## src/rtl/bmprgba_pkg.sv

```systemverilog
// shared types, status codes and sizing constants of the bmp to rgba decoder
package bmprgba_pkg;

   // default depth of the queue between front and back
   localparam int QUEUE_DEPTH = 4;

   // result kinds
   localparam logic KIND_PIXEL  = 1'b0;
   localparam logic KIND_STATUS = 1'b1;

   // final status codes
   localparam logic [2:0] STATUS_OK         = 3'd0;
   localparam logic [2:0] STATUS_SHORT_HDR  = 3'd1;
   localparam logic [2:0] STATUS_BAD_MARKER = 3'd2;
   localparam logic [2:0] STATUS_BAD_DEPTH  = 3'd3;
   localparam logic [2:0] STATUS_LOW_OFFSET = 3'd4;
   localparam logic [2:0] STATUS_TOO_SMALL  = 3'd5;

   // one queue entry: up to one pixel and one status from a single input word
   typedef struct packed {
      logic        has_pixel;
      logic        has_status;
      logic [2:0]  status;
      logic [15:0] pixel_x;
      logic [15:0] pixel_y;
      logic [7:0]  red;
      logic [7:0]  green;
      logic [7:0]  blue;
      logic [7:0]  alpha;
      logic [15:0] width;
      logic [15:0] height;
   } event_type;

   // queue fill flags seen by front and back
   typedef struct packed {
      logic full;
      logic not_empty;
   } queue_flags_type;

endpackage

```

## src/rtl/bmprgba_front.sv

```systemverilog
// front end: header capture, scanline walk and status check, one byte per cycle while the queue is not full
module bmprgba_front (
   input  logic                         clock,
   input  logic                         reset,
   input  logic                         req_valid,
   output logic                         req_ready,
   input  logic [7:0]                   req_data_byte,
   input  logic                         req_last_byte,
   output logic                         push_valid,
   output bmprgba_pkg::event_type       push_data,
   input  bmprgba_pkg::queue_flags_type queue_flags
);

   // header byte positions
   localparam logic [31:0] HEADER_BYTES = 32'd54;
   localparam logic [15:0] MIN_OFFSET   = 16'd54;
   localparam logic [5:0]  POS_MARK0    = 6'd0;
   localparam logic [5:0]  POS_MARK1    = 6'd1;
   localparam logic [5:0]  POS_OFS_LO   = 6'd10;
   localparam logic [5:0]  POS_OFS_HI   = 6'd11;
   localparam logic [5:0]  POS_WID_LO   = 6'd18;
   localparam logic [5:0]  POS_WID_HI   = 6'd19;
   localparam logic [5:0]  POS_HGT_LO   = 6'd22;
   localparam logic [5:0]  POS_HGT_HI   = 6'd23;
   localparam logic [5:0]  POS_DEPTH    = 6'd28;
   localparam logic [7:0]  CHAR_B       = 8'h42;
   localparam logic [7:0]  CHAR_M       = 8'h4D;
   localparam logic [7:0]  DEPTH_24     = 8'd24;
   localparam logic [7:0]  DEPTH_32     = 8'd32;
   localparam logic [7:0]  ALPHA_OPAQUE = 8'd255;

   logic [31:0] pos_ff, pos_in;
   logic        marker_good_ff, marker_good_in;
   logic [15:0] offset_ff, offset_in;
   logic [15:0] width_ff, width_in;
   logic [15:0] height_ff, height_in;
   logic [7:0]  depth_ff, depth_in;
   logic [16:0] file_row_ff, file_row_in;
   logic [17:0] byte_in_row_ff, byte_in_row_in;
   logic [15:0] column_ff, column_in;
   logic [23:0] held_ff, held_in;
   logic [1:0]  held_count_ff, held_count_in;
   logic [17:0] row_bytes_ff, row_bytes_in;
   logic [33:0] image_bytes_ff, image_bytes_in;

   logic        accept;
   logic        four_chan;
   logic        depth_good;
   logic        header_good;
   logic        pixel_active;
   logic        pixel_emit;
   logic [17:0] raw_row;
   logic [17:0] row_next;
   logic [32:0] file_size;
   logic [34:0] needed_size;
   logic [2:0]  status;
   logic [7:0]  red;
   logic [7:0]  alpha;

   assign req_ready = !queue_flags.full;
   assign accept    = req_valid && req_ready;

   // channel count and padded scanline length
   assign four_chan   = (depth_ff == DEPTH_32);
   assign depth_good  = (depth_ff == DEPTH_24) || four_chan;
   assign header_good = marker_good_ff && depth_good && (offset_ff >= MIN_OFFSET);
   assign raw_row     = four_chan ? {width_ff, 2'b00}
                                  : ({1'b0, width_ff, 1'b0} + {2'b00, width_ff});
   assign row_bytes_in   = (raw_row + 18'd3) & ~18'd3;
   assign image_bytes_in = row_bytes_ff * height_ff;

   // size check pipeline settles long before the header ends
   always_ff @(posedge clock) begin
      row_bytes_ff   <= row_bytes_in;
      image_bytes_ff <= image_bytes_in;
   end

   // pixel walk conditions
   assign pixel_active = (pos_ff >= HEADER_BYTES) && header_good
                         && (pos_ff >= {16'd0, offset_ff}) && (width_ff != 16'd0)
                         && (file_row_ff < {1'b0, height_ff});
   assign pixel_emit   = pixel_active && (column_ff < width_ff)
                         && (held_count_ff == (four_chan ? 2'd3 : 2'd2));
   assign red          = four_chan ? held_ff[23:16] : req_data_byte;
   assign alpha        = four_chan ? req_data_byte : ALPHA_OPAQUE;
   assign row_next     = byte_in_row_ff + 18'd1;

   // final status
   assign file_size   = {1'b0, pos_ff} + 33'd1;
   assign needed_size = {19'd0, offset_ff} + {1'b0, image_bytes_ff};
   always_comb begin
      if (file_size < {1'b0, HEADER_BYTES}) begin
         status = bmprgba_pkg::STATUS_SHORT_HDR;
      end else if (!marker_good_ff) begin
         status = bmprgba_pkg::STATUS_BAD_MARKER;
      end else if (!depth_good) begin
         status = bmprgba_pkg::STATUS_BAD_DEPTH;
      end else if (offset_ff < MIN_OFFSET) begin
         status = bmprgba_pkg::STATUS_LOW_OFFSET;
      end else if ({2'b00, file_size} < needed_size) begin
         status = bmprgba_pkg::STATUS_TOO_SMALL;
      end else begin
         status = bmprgba_pkg::STATUS_OK;
      end
   end

   // next state of the byte walk
   always_comb begin
      pos_in         = pos_ff;
      marker_good_in = marker_good_ff;
      offset_in      = offset_ff;
      width_in       = width_ff;
      height_in      = height_ff;
      depth_in       = depth_ff;
      file_row_in    = file_row_ff;
      byte_in_row_in = byte_in_row_ff;
      column_in      = column_ff;
      held_in        = held_ff;
      held_count_in  = held_count_ff;
      if (pos_ff < HEADER_BYTES) begin
         case (pos_ff[5:0])
            POS_MARK0:  if (req_data_byte != CHAR_B) marker_good_in = 1'b0;
            POS_MARK1:  if (req_data_byte != CHAR_M) marker_good_in = 1'b0;
            POS_OFS_LO: offset_in[7:0]  = req_data_byte;
            POS_OFS_HI: offset_in[15:8] = req_data_byte;
            POS_WID_LO: width_in[7:0]   = req_data_byte;
            POS_WID_HI: width_in[15:8]  = req_data_byte;
            POS_HGT_LO: height_in[7:0]  = req_data_byte;
            POS_HGT_HI: height_in[15:8] = req_data_byte;
            POS_DEPTH:  depth_in        = req_data_byte;
            default:    ;
         endcase
      end else if (pixel_active) begin
         if (column_ff < width_ff) begin
            if (pixel_emit) begin
               held_in       = 24'd0;
               held_count_in = 2'd0;
               column_in     = column_ff + 16'd1;
            end else begin
               case (held_count_ff)
                  2'd0:    held_in[7:0]   = req_data_byte;
                  2'd1:    held_in[15:8]  = req_data_byte;
                  default: held_in[23:16] = req_data_byte;
               endcase
               held_count_in = held_count_ff + 2'd1;
            end
         end
         if (row_next >= row_bytes_ff) begin
            byte_in_row_in = 18'd0;
            column_in      = 16'd0;
            held_count_in  = 2'd0;
            held_in        = 24'd0;
            file_row_in    = file_row_ff + 17'd1;
         end else begin
            byte_in_row_in = row_next;
         end
      end
      if (pos_ff != 32'hFFFF_FFFF) begin
         pos_in = pos_ff + 32'd1;
      end
   end

   // queue entry for this word
   always_comb begin
      push_valid           = accept && (pixel_emit || req_last_byte);
      push_data.has_pixel  = pixel_emit;
      push_data.has_status = req_last_byte;
      push_data.status     = status;
      push_data.pixel_x    = column_ff;
      push_data.pixel_y    = height_ff - file_row_ff[15:0] - 16'd1;
      push_data.red        = red;
      push_data.green      = held_ff[15:8];
      push_data.blue       = held_ff[7:0];
      push_data.alpha      = alpha;
      push_data.width      = width_in;
      push_data.height     = height_in;
   end

   // state registers, cleared again after the last byte of a file
   always_ff @(posedge clock) begin
      if (reset || (accept && req_last_byte)) begin
         pos_ff         <= 32'd0;
         marker_good_ff <= 1'b1;
         offset_ff      <= 16'd0;
         width_ff       <= 16'd0;
         height_ff      <= 16'd0;
         depth_ff       <= 8'd0;
         file_row_ff    <= 17'd0;
         byte_in_row_ff <= 18'd0;
         column_ff      <= 16'd0;
         held_ff        <= 24'd0;
         held_count_ff  <= 2'd0;
      end else if (accept) begin
         pos_ff         <= pos_in;
         marker_good_ff <= marker_good_in;
         offset_ff      <= offset_in;
         width_ff       <= width_in;
         height_ff      <= height_in;
         depth_ff       <= depth_in;
         file_row_ff    <= file_row_in;
         byte_in_row_ff <= byte_in_row_in;
         column_ff      <= column_in;
         held_ff        <= held_in;
         held_count_ff  <= held_count_in;
      end
   end

endmodule

```

## src/rtl/bmprgba_queue.sv

```systemverilog
// short fifo of result entries between front and back
module bmprgba_queue #(
   parameter int DEPTH = bmprgba_pkg::QUEUE_DEPTH
) (
   input  logic                         clock,
   input  logic                         reset,
   input  logic                         push_valid,
   input  bmprgba_pkg::event_type       push_data,
   input  logic                         pop_ready,
   output bmprgba_pkg::event_type       pop_data,
   output bmprgba_pkg::queue_flags_type queue_flags
);

   localparam int PTR_W = (DEPTH > 1) ? $clog2(DEPTH) : 1;
   localparam int CNT_W = $clog2(DEPTH + 1);

   bmprgba_pkg::event_type entry_ff [DEPTH];
   logic [PTR_W-1:0] wr_ptr_ff, wr_ptr_in;
   logic [PTR_W-1:0] rd_ptr_ff, rd_ptr_in;
   logic [CNT_W-1:0] count_ff, count_in;
   logic             do_push;
   logic             do_pop;

   assign queue_flags.full      = (count_ff == CNT_W'(DEPTH));
   assign queue_flags.not_empty = (count_ff != '0);
   assign do_push  = push_valid && !queue_flags.full;
   assign do_pop   = pop_ready && queue_flags.not_empty;
   assign pop_data = entry_ff[rd_ptr_ff];

   // pointer and fill count
   always_comb begin
      wr_ptr_in = wr_ptr_ff;
      rd_ptr_in = rd_ptr_ff;
      count_in  = count_ff;
      if (do_push) begin
         wr_ptr_in = (wr_ptr_ff == PTR_W'(DEPTH - 1)) ? '0 : wr_ptr_ff + 1'b1;
      end
      if (do_pop) begin
         rd_ptr_in = (rd_ptr_ff == PTR_W'(DEPTH - 1)) ? '0 : rd_ptr_ff + 1'b1;
      end
      if (do_push && !do_pop) begin
         count_in = count_ff + 1'b1;
      end else if (do_pop && !do_push) begin
         count_in = count_ff - 1'b1;
      end
   end

   always_ff @(posedge clock) begin
      if (reset) begin
         wr_ptr_ff <= '0;
         rd_ptr_ff <= '0;
         count_ff  <= '0;
      end else begin
         wr_ptr_ff <= wr_ptr_in;
         rd_ptr_ff <= rd_ptr_in;
         count_ff  <= count_in;
      end
   end

   // entry storage
   always_ff @(posedge clock) begin
      if (do_push) begin
         entry_ff[wr_ptr_ff] <= push_data;
      end
   end

endmodule

```

## src/rtl/bmprgba_back.sv

```systemverilog
// back end: output register that sends the pixel and then the status of an entry
module bmprgba_back (
   input  logic                         clock,
   input  logic                         reset,
   input  bmprgba_pkg::queue_flags_type queue_flags,
   input  bmprgba_pkg::event_type       pop_data,
   output logic                         pop_ready,
   output logic                         rsp_valid,
   input  logic                         rsp_ready,
   output logic                         rsp_item_kind,
   output logic [2:0]                   rsp_status,
   output logic [15:0]                  rsp_pixel_x,
   output logic [15:0]                  rsp_pixel_y,
   output logic [7:0]                   rsp_red,
   output logic [7:0]                   rsp_green,
   output logic [7:0]                   rsp_blue,
   output logic [7:0]                   rsp_alpha,
   output logic [15:0]                  rsp_width_out,
   output logic [15:0]                  rsp_height_out
);

   bmprgba_pkg::event_type cur_ff;
   logic pix_pend_ff, pix_pend_in;
   logic stat_pend_ff, stat_pend_in;
   logic fire;
   logic entry_done;
   logic take;

   assign rsp_valid  = pix_pend_ff || stat_pend_ff;
   assign fire       = rsp_valid && rsp_ready;
   assign entry_done = fire && (!pix_pend_ff || !stat_pend_ff);
   assign pop_ready  = !rsp_valid || entry_done;
   assign take       = pop_ready && queue_flags.not_empty;

   // pending flags
   always_comb begin
      pix_pend_in  = pix_pend_ff;
      stat_pend_in = stat_pend_ff;
      if (take) begin
         pix_pend_in  = pop_data.has_pixel;
         stat_pend_in = pop_data.has_status;
      end else if (fire) begin
         if (pix_pend_ff) begin
            pix_pend_in = 1'b0;
         end else begin
            stat_pend_in = 1'b0;
         end
      end
   end

   always_ff @(posedge clock) begin
      if (reset) begin
         pix_pend_ff  <= 1'b0;
         stat_pend_ff <= 1'b0;
      end else begin
         pix_pend_ff  <= pix_pend_in;
         stat_pend_ff <= stat_pend_in;
      end
   end

   always_ff @(posedge clock) begin
      if (take) begin
         cur_ff <= pop_data;
      end
   end

   // pixel word first, then the status word with zeroed pixel fields
   always_comb begin
      rsp_width_out  = cur_ff.width;
      rsp_height_out = cur_ff.height;
      if (pix_pend_ff) begin
         rsp_item_kind = bmprgba_pkg::KIND_PIXEL;
         rsp_status    = bmprgba_pkg::STATUS_OK;
         rsp_pixel_x   = cur_ff.pixel_x;
         rsp_pixel_y   = cur_ff.pixel_y;
         rsp_red       = cur_ff.red;
         rsp_green     = cur_ff.green;
         rsp_blue      = cur_ff.blue;
         rsp_alpha     = cur_ff.alpha;
      end else begin
         rsp_item_kind = bmprgba_pkg::KIND_STATUS;
         rsp_status    = cur_ff.status;
         rsp_pixel_x   = 16'd0;
         rsp_pixel_y   = 16'd0;
         rsp_red       = 8'd0;
         rsp_green     = 8'd0;
         rsp_blue      = 8'd0;
         rsp_alpha     = 8'd0;
      end
   end

endmodule

```

## src/rtl/bmp_to_rgba_decoder_unit.sv

```systemverilog
// top level of the streaming 24/32-bit bmp to rgba decoder
// The block takes a bmp file one byte per word on req_, with req_last_byte on the final
// byte, and returns one rsp_ word per completed pixel (column, top-down row, rgba) and
// one status word after the last byte; pixels of a file whose status is not ok are void.
// It accepts one byte every cycle while the queue is not full: the front end does all
// header capture and scanline counting for a byte in the cycle it is accepted, and the
// back end sends one word per cycle while rsp_ready is high, so the last byte of a file,
// which can yield a pixel and the status, costs the back end two words that the queue of
// QUEUE_DEPTH entries between them absorbs. req_ready drops only while that queue is full,
// which happens only when rsp_ready is held low. A byte is classified in the cycle it is
// accepted and its entry is written into the queue at that edge; the back end then loads
// the entry into its output register, from which its first word is offered. Between files
// no gap is needed; state returns to reset after each last byte.
module bmp_to_rgba_decoder_unit #(
   parameter int QUEUE_DEPTH = bmprgba_pkg::QUEUE_DEPTH
) (
   input  logic        clock,
   input  logic        reset,
   input  logic        req_valid,
   output logic        req_ready,
   input  logic [7:0]  req_data_byte,
   input  logic        req_last_byte,
   output logic        rsp_valid,
   input  logic        rsp_ready,
   output logic        rsp_item_kind,
   output logic [2:0]  rsp_status,
   output logic [15:0] rsp_pixel_x,
   output logic [15:0] rsp_pixel_y,
   output logic [7:0]  rsp_red,
   output logic [7:0]  rsp_green,
   output logic [7:0]  rsp_blue,
   output logic [7:0]  rsp_alpha,
   output logic [15:0] rsp_width_out,
   output logic [15:0] rsp_height_out
);

   logic                         push_valid;
   bmprgba_pkg::event_type       push_data;
   logic                         pop_ready;
   bmprgba_pkg::event_type       pop_data;
   bmprgba_pkg::queue_flags_type queue_flags;

   // byte walk and classification
   bmprgba_front u_front (
      .clock         (clock),
      .reset         (reset),
      .req_valid     (req_valid),
      .req_ready     (req_ready),
      .req_data_byte (req_data_byte),
      .req_last_byte (req_last_byte),
      .push_valid    (push_valid),
      .push_data     (push_data),
      .queue_flags   (queue_flags)
   );

   // decoupling queue
   bmprgba_queue #(
      .DEPTH (QUEUE_DEPTH)
   ) u_queue (
      .clock       (clock),
      .reset       (reset),
      .push_valid  (push_valid),
      .push_data   (push_data),
      .pop_ready   (pop_ready),
      .pop_data    (pop_data),
      .queue_flags (queue_flags)
   );

   // result sender
   bmprgba_back u_back (
      .clock          (clock),
      .reset          (reset),
      .queue_flags    (queue_flags),
      .pop_data       (pop_data),
      .pop_ready      (pop_ready),
      .rsp_valid      (rsp_valid),
      .rsp_ready      (rsp_ready),
      .rsp_item_kind  (rsp_item_kind),
      .rsp_status     (rsp_status),
      .rsp_pixel_x    (rsp_pixel_x),
      .rsp_pixel_y    (rsp_pixel_y),
      .rsp_red        (rsp_red),
      .rsp_green      (rsp_green),
      .rsp_blue       (rsp_blue),
      .rsp_alpha      (rsp_alpha),
      .rsp_width_out  (rsp_width_out),
      .rsp_height_out (rsp_height_out)
   );

   // no entry is ever dropped at a full queue
   assert property (@(posedge clock) disable iff (reset)
      push_valid |-> !queue_flags.full)
      else $error("queue overflow");

   // pixel words always carry the ok code
   assert property (@(posedge clock) disable iff (reset)
      (rsp_valid && (rsp_item_kind == bmprgba_pkg::KIND_PIXEL))
      |-> (rsp_status == bmprgba_pkg::STATUS_OK))
      else $error("pixel word with a status code");

   // status words never carry a code beyond too small
   assert property (@(posedge clock) disable iff (reset)
      (rsp_valid && (rsp_item_kind == bmprgba_pkg::KIND_STATUS))
      |-> (rsp_status <= bmprgba_pkg::STATUS_TOO_SMALL))
      else $error("status code out of range");

   // nothing is offered right after reset
   assert property (@(posedge clock)
      $past(reset) |-> !rsp_valid)
      else $error("result valid after reset");

endmodule

```

## config.mk

```make
export PLATFORM = sky130hd
export DESIGN_NAME = bmp_to_rgba_decoder_unit
export DESIGN_NICKNAME = d
export VERILOG_FILES = /design/src/rtl/bmprgba_pkg.sv /design/src/rtl/bmprgba_front.sv /design/src/rtl/bmprgba_queue.sv /design/src/rtl/bmprgba_back.sv /design/src/rtl/bmp_to_rgba_decoder_unit.sv
export SDC_FILE = /design/constraint.sdc
export NUM_CORES = 2
export LEC_CHECK = 0
export BUFFER_PORTS_ARGS = -buffer_cell sky130_fd_sc_hd__buf_2
export CAP_MARGIN = 20
export CORE_MARGIN = 2
export CORE_UTILIZATION = 58
export DETAILED_ROUTE_END_ITERATION = 10
export HOLD_SLACK_MARGIN = 0.02
export PLACE_DENSITY = 0.75
export SYNTH_ARGS = -nofsm -noshare
export SYNTH_HDL_FRONTEND = slang
export SYNTH_SLANG_ARGS = --single-unit
```

## constraint.sdc

```tcl
create_clock -name clock -period 9.7 [get_ports clock]
set_clock_uncertainty 0.1 [all_clocks]
set_input_delay 1.94 -clock clock [delete_from_list [all_inputs] [get_ports clock]]
set_output_delay 1.94 -clock clock [all_outputs]
set_load 0.005 [all_outputs]
```

## Word level (Yosys, flattened, before mapping)

Memory sizes are Yosys's and may differ from the RTL's. A register that Yosys moved wholly into a read port is not among the register bits.
Index checks and enable logic that the tools add are counted.

- Flip-flop bits (word level): 322
- Memory bits (writable): 404
- Input port bits: 13
- Output and inout port bits: 102
- Word-level logic and storage cells: 186
- Memories kept: 1

Memories:

| name | depth | bits a word | rd ports | clocked after Yosys merged registers in | wr ports | line | text |
|---|---|---|---|---|---|---|---|
| u_queue.entry_ff | 4 | 101 | 1 | 1 | 1 | bmprgba_queue.sv:17 | `bmprgba_pkg::event_type entry_ff [DEPTH];` |

- $add $sub $neg: 15
- Multipliers: 1
- Magnitude comparators: 10
- Eq/ne operators: 22
- Mux-type cells: 52
- Bitwise operators: 1
- Reductions and logical operators: 54

Operators with widths:

| operator | count |
|---|---|
| 2-to-1 mux 16 bit | 7 |
| 2-to-1 mux 8 bit | 13 |
| 2-to-1 mux 24 bit | 3 |
| 2-to-1 mux 18 bit | 2 |
| adder 16 x 34 -> 35 bit | 1 |
| < comparator 33 x 35 -> 1 bit | 1 |
| adder 32 x 1 -> 33 bit (second input constant) | 1 |
| < comparator 33 x 6 -> 1 bit (second input constant) | 1 |
| adder 32 x 1 -> 32 bit (second input constant) | 1 |
| greater-or-equal comparator 32 x 16 -> 1 bit | 1 |
| greater-or-equal comparator 32 x 6 -> 1 bit (second input constant) | 1 |
| < comparator 32 x 6 -> 1 bit (second input constant) | 1 |
| multiplier 16 x 16 -> 32 bit | 1 |
| != test 32 bit (second input constant) | 1 |
| equality test 6 x 5 -> 1 bit (second input constant) | 5 |
| AND reduction 5 bit | 5 |
| 2-to-1 mux 3 bit | 8 |
| adder 17 x 16 -> 18 bit | 1 |
| adder 18 x 1 -> 18 bit (second input constant) | 1 |
| adder 18 x 2 -> 18 bit (second input constant) | 1 |
| greater-or-equal comparator 18 bit | 1 |
| adder 17 x 1 -> 17 bit (second input constant) | 1 |
| logical AND 1 bit | 17 |
| < comparator 17 x 16 -> 1 bit | 1 |
| other kinds (36) | 79 |

## Longest topological paths before layout

- Word-level depth: 17
- Gate-level depth with buffers: 27
- Depth with buffers taken out: 26

## Modules after synthesis

Synthesis repeated with hierarchy kept, for this count alone.

- Cell total of the unflattened synthesis: 3,550
- Area, all modules: 41,761.3 µm²

Modules (own cells, without submodules):

| module | times used | cells each | area each (µm²) | sequential area each (µm²) |
|---|---|---|---|---|
| bmprgba_front | 1 | 2,754 | 22,883.2 | 4,284.1 |
| bmprgba_queue | 1 | 577 | 15,080.7 | 12,311.8 |
| bmprgba_back | 1 | 219 | 3,797.4 | 3,012.9 |

## Worst setup path after synthesis

OpenSTA, ideal clock, no wires.

- Path type: register to register
- From: reg u_front.height_ff[15]
- To: reg u_front.image_bytes_ff[33]
- Setup time: 120 ps
- Arrival: 6,268 ps
- Data required time: 9,480 ps
- Path slack: 3,212 ps
- Cell stages (with the launch flop): 23
- Buffers on the path: 1
- Period minus slack after synthesis: 6,488 ps
- Path through: dfxtp_1 -> clkbuf_1 -> clkinv_1 -> nor2_1 -> fa_1 -> fa_1 -> fa_1 -> fa_1 -> fa_1 -> inv_1 -> fa_1 -> inv_1 -> ha_1 -> a21o_1 -> a221oi_1 -> nor2b_1 -> a311oi_1 -> nor2_1 -> a31oi_1 -> o2111ai_1 -> nor3_1 -> a21oi_1 -> xnor2_1

- Longest elaborated chain between the ends: 1

RTL lines:

| item | line | text |
|---|---|---|
| start: declaration | bmprgba_front.sv:36 | `logic [15:0] height_ff, height_in;` |
| start signal: assignment | bmprgba_front.sv:198 | `height_ff <= height_in;` |
| multiplier 16 x 16 -> 32 bit | bmprgba_front.sv:70 | `assign image_bytes_in = row_bytes_ff * height_ff;` |
| named net u_front.image_bytes_in[33] | bmprgba_front.sv:44 | `logic [33:0] image_bytes_ff, image_bytes_in;` |
| end signal: assignment | bmprgba_front.sv:75 | `image_bytes_ff <= image_bytes_in;` |
| end: declaration | bmprgba_front.sv:44 |  |

The timed path passes the listed nets, and every way through them passes these cells.
A chain may end at the register's enable or synchronous reset.

## Worst setup path after layout

Ends and elaborated chain as after synthesis.

==> impl_metrics.json <==
{
  "status": "finished, final reports clean",
  "grt_pass1_vias": 26491,
  "finalSetupTns_ns": 0,
  "dr.pass1.iters": 7,
  "rsz0062_at_grt": "false",
  "hold_violations": 0,
  "hold_class": "reg2reg",
  "place.port_buffers": 114,
  "cts_tree": "built",
  "dp_hpwl_mm": 66.2,
  "syn_area_mm2": 0.0413,
  "cp_cell_sequence": "clkinv_1 -> nor2_1 -> fa_1 -> fa_1 -> fa_1 -> fa_1 -> fa_1 -> inv_1 -> fa_1 -> inv_1 -> ha_1 -> a21o_1 -> a221oi_1 -> nor2b_1 -> a311oi_1 -> nor2_1 -> a31oi_1 -> o2111ai_1 -> nor3_1 -> a21oi_1 -> xnor2_1",
  "vias": 26673,
  "seq_area_frac_synth_pct": 47.5,
  "gp_congestion": 0.937,
  "fp.coreArea_mm2": 0.0703,
  "cts_sinks": 728,
  "ys_ff_latch": 728,
  "grt_remaining_overflow": 0,
  "syn_to_final_growth_pct": 8.81,
  "synth_top_area_cell": "edfxtp_1",
  "slowest_delay_ns": 0.57,
  "synth-async-reset-ratio_pct": 0,
  "syn-num-nets": 4025,
  "grt_antenna_before_repair": 1,
  "num_rows": 97,
  "ir_drop_mv": 0.189,
  "reg2reg_depth": 21,
  "clk_pin_slew_worst_paths_ns": 0.06,
  "critPathKind": "reg2reg",
  "r2r_slack_ns": 2.48,
  "worst_setup_path_start_kind": "flip-flop",
  "finalCriticalPeriod_ns": 7.22,
  "cts_buffer_depth": 3,
  "cpMostUsedCell": "fa_1",
  "grt_max_degree": 73,
  "worst_pin_slew_ns": 1.12,
  "relSlewSlack_pct": 24.2,
  "diodes": 0,
  "setup_viol": 0,
  "grt_pass1_wl_mm": 150,
  "clock.fmax_ghz": 0.139,
  "fp.dieArea_mm2": 0.0734,
  "dieWidth_um": 271,
  "grt_use_total_pct": 26.2,
  "powerDensity_mw_per_mm2": 176,
  "fillers": 5359,
  "drt_iter0_drc": 2221,
  "worstReg2RegEnd": "u_front.image_bytes_ff[33]$_DFF_P_",
  "crit_slowest_cell": "dfxtp_1",
  "critPathArrivalTime_ns": 7.62,
  "avgSynthCellArea_um2": 11.6,
  "final_cell_area_mm2": 0.0449,
  "synth_warnings": 0,
  "drv_cap": 0,
  "worstSetupEndpointType": "flip-flop",
  "htree_levels": 3,
  "ios": 115,
  "crit-reg2reg-launch": "u_front.height_ff[15]$_SDFFE_PP0P_",
  "clk_latency_ns": 0.62,
  "drc_errors": 0,
  "critPathMaxFanout": 10,
  "drive_gt1_share_pct": 11.5,
  "critPathLaunch": "u_front.height_ff[15]$_SDFFE_PP0P_",
  "place_ws_ns": 2.52,
  "initial_core_util_pct": 58.8,
  "wirelength_mm": 94.2,
  "ys.flop_type": "edfxtp_1",
  "crit_required_ns": 10.10,
  "postPlaceCellArea_mm2": 0.0424,
  "drv_slew": 0,
  "die_y_um": 271,
  "synth_edf_count": 503,
  "ctsResizeCount": 0,
  "synth_top_area_share_pct": 36.6,
  "cp-endpoint": "u_front.image_bytes_ff[33]$_DFF_P_",
  "routed_via_density": 5.81,
  "fin_crit_sh_pct": 74.4,
  "nets": 4066,
  "clock-root-buffer": "clkbuf_16",
  "fin_ws_ns": 2.48,
  "final_util_pct": 64.0,
  "cts-buffers-inserted": 75,
  "power_leakage_nw": 17.7,
  "synth_cells": 3546,
  "cts_setup_buffers": 0,
  "ant_nets": 0,
  "cts_hold_buf": 0,
  "wl_per_cell_um": 20.5,
  "synth.area.top_cells": "edfxtp_1, dfxtp_1, fa_1",
  "ys_types": 93
}
worst max-delay path: cells and delay by family (launching register included):
family	cells	cell delay, ns
flip-flops	1	0.57
AND/OR/NAND/NOR	4	0.64
AO/OA/AOI/OAI	6	1.67
adder cells (fa/ha/maj)	7	3.45
XOR/XNOR	1	0.12
buffers and inverters	3	0.54
metrics by stage:
step,cells,hold WS (ns),power [mW]
2_1_floorplan,3546,0.325,4.71
3_3_place_gp,4449,0.337,5.02
3_5_place_dp,4449,0.342,5.05
4_1_cts,4589,0.353,7.97
5_1_grt,4590,0.383,8.19
6_report,4590,0.351,7.91
where the power goes:
| group | leakage (nW) | switching, mW | internal (mW) |
|---|---|---|---|
| Combinational | 10.3 | 0.624 | 0.512 |
| Clock | 1.23 | 1.23 | 1.71 |
| Sequential | 6.21 | 0.146 | 3.69 |
| Total | 17.7 | 2.00 | 5.91 |
Yosys cell counts (100+ instances only):
cell type and n:
dfxtp_1 225, fa_1 198, edfxtp_1 503, inv_1 346
xnor2_1 100, o21ai_0 113, nor2_1 288, ha_1 268
a21oi_1 143, nand2_1 361, mux4_2 101
flip-flops by register name, indices dropped and copies added (netlist names), 2 cells and up, named ones only:
name / cells
u_queue.entry_ff: 404
u_back.cur_ff: 67
u_front.image_bytes_ff: 32
u_front.pos_ff: 32
u_front.held_ff: 24
u_front.byte_in_row_ff: 18
u_front.file_row_ff: 17
u_back.rsp_height_out: 16
u_back.rsp_width_out: 16
u_front.column_ff: 16
u_front.height_ff: 16
u_front.offset_ff: 16
u_front.row_bytes_ff: 16
u_front.width_ff: 16
u_front.depth_ff: 8
u_queue.count_ff: 3
u_front.held_count_ff: 2
u_queue.rd_ptr_ff: 2
u_queue.wr_ptr_ff: 2
layer usage:
metal | part of all wire (%) | global-route usage (%) | vias to the layer above | wire (um)
li1 | - | - | 12301 | -
met1 | 41 | 34.9 | 13291 | 38800
met2 | 49 | 44.3 | 917 | 46300
met3 | 6.7 | 4.16 | 164 | 6310
met4 | 3.0 | 8.36 | 0 | 2810
met5 | 0 | 0 | - | 0
layout make-up:
type | count | area [um2] | area share [%]
Clock inverter | 42 | 502 | 1.12
Timing Repair Buffer | 135 | 728 | 1.62
Tap cell | 940 | 1180 | 2.62
Multi-Input combinational cell | 2292 | 19600 | 43.5
Sequential cell | 728 | 19600 | 43.6
Inverter | 355 | 1340 | 2.97
Clock buffer | 98 | 2020 | 4.50
cell families after synthesis:
| kind of cell | after synthesis | share of synthesized area [%] |
|---|---|---|
| AO/OA/AOI/OAI | 417 | 6.18 |
| XOR/XNOR | 191 | 4.07 |
| adder cells (fa/ha/maj) | 466 | 17.7 |
| buffers and inverters | 526 | 5.22 |
| flip-flops | 728 | 47.5 |
| multiplexers | 161 | 7.01 |
| AND/OR/NAND/NOR | 1057 | 12.3 |
cell usage in the layout, fill, tap and decap left out, types with 8 or more instances in the layout:
| cell type | instances |
|---|---|
| inv_1 | 345 |
| a21o_1 | 41 |
| or3_1 | 25 |
| nand3b_1 | 10 |
| mux2_2 | 17 |
| bufinv_16 | 8 |
| nand3_1 | 49 |
| a21oi_1 | 143 |
| o21ai_1 | 11 |
| nand4_1 | 41 |
| clkbuf_1 | 18 |
| o21bai_1 | 13 |
| a211oi_1 | 13 |
| o21ai_0 | 113 |
| ha_1 | 268 |
| edfxtp_1 | 503 |
| clkbuf_16 | 76 |
| dfxtp_1 | 222 |
| xnor2_1 | 100 |
| and3_1 | 32 |
| and4_1 | 8 |
| xor2_1 | 90 |
| clkinv_2 | 10 |
| nor2b_1 | 15 |
| clkinv_1 | 19 |
| a31oi_1 | 9 |
| buf_2 | 114 |
| nor2_1 | 288 |
| mux4_2 | 101 |
| nand2b_1 | 27 |
| buf_4 | 21 |
| nor3_1 | 34 |
| and2_1 | 92 |
| fa_1 | 198 |
| nand2_1 | 361 |
| mux2i_1 | 43 |
| o21a_1 | 16 |
| nor4_1 | 18 |
worst min path at each step:
| stage | from | to | slack, ns | cells after the start |
|---|---|---|---|---|
| floorplan | u_front.held_ff[17]$_SDFFE_PP0P_ | u_front.held_ff[17]$_SDFFE_PP0P_ | 0.32 | 2 |
| global placement | u_front.held_ff[18]$_SDFFE_PP0P_ | u_front.held_ff[18]$_SDFFE_PP0P_ | 0.34 | 2 |
| detailed placement | u_front.held_ff[18]$_SDFFE_PP0P_ | u_front.held_ff[18]$_SDFFE_PP0P_ | 0.34 | 2 |
| CTS | u_front.held_ff[16]$_SDFFE_PP0P_ | u_front.held_ff[16]$_SDFFE_PP0P_ | 0.35 | 2 |
| global route | u_front.held_ff[22]$_SDFFE_PP0P_ | u_front.held_ff[22]$_SDFFE_PP0P_ | 0.38 | 2 |
| finish | u_front.held_ff[16]$_SDFFE_PP0P_ | u_front.held_ff[16]$_SDFFE_PP0P_ | 0.35 | 2 |
No activity file was read; power rests on OpenSTA's default activity.
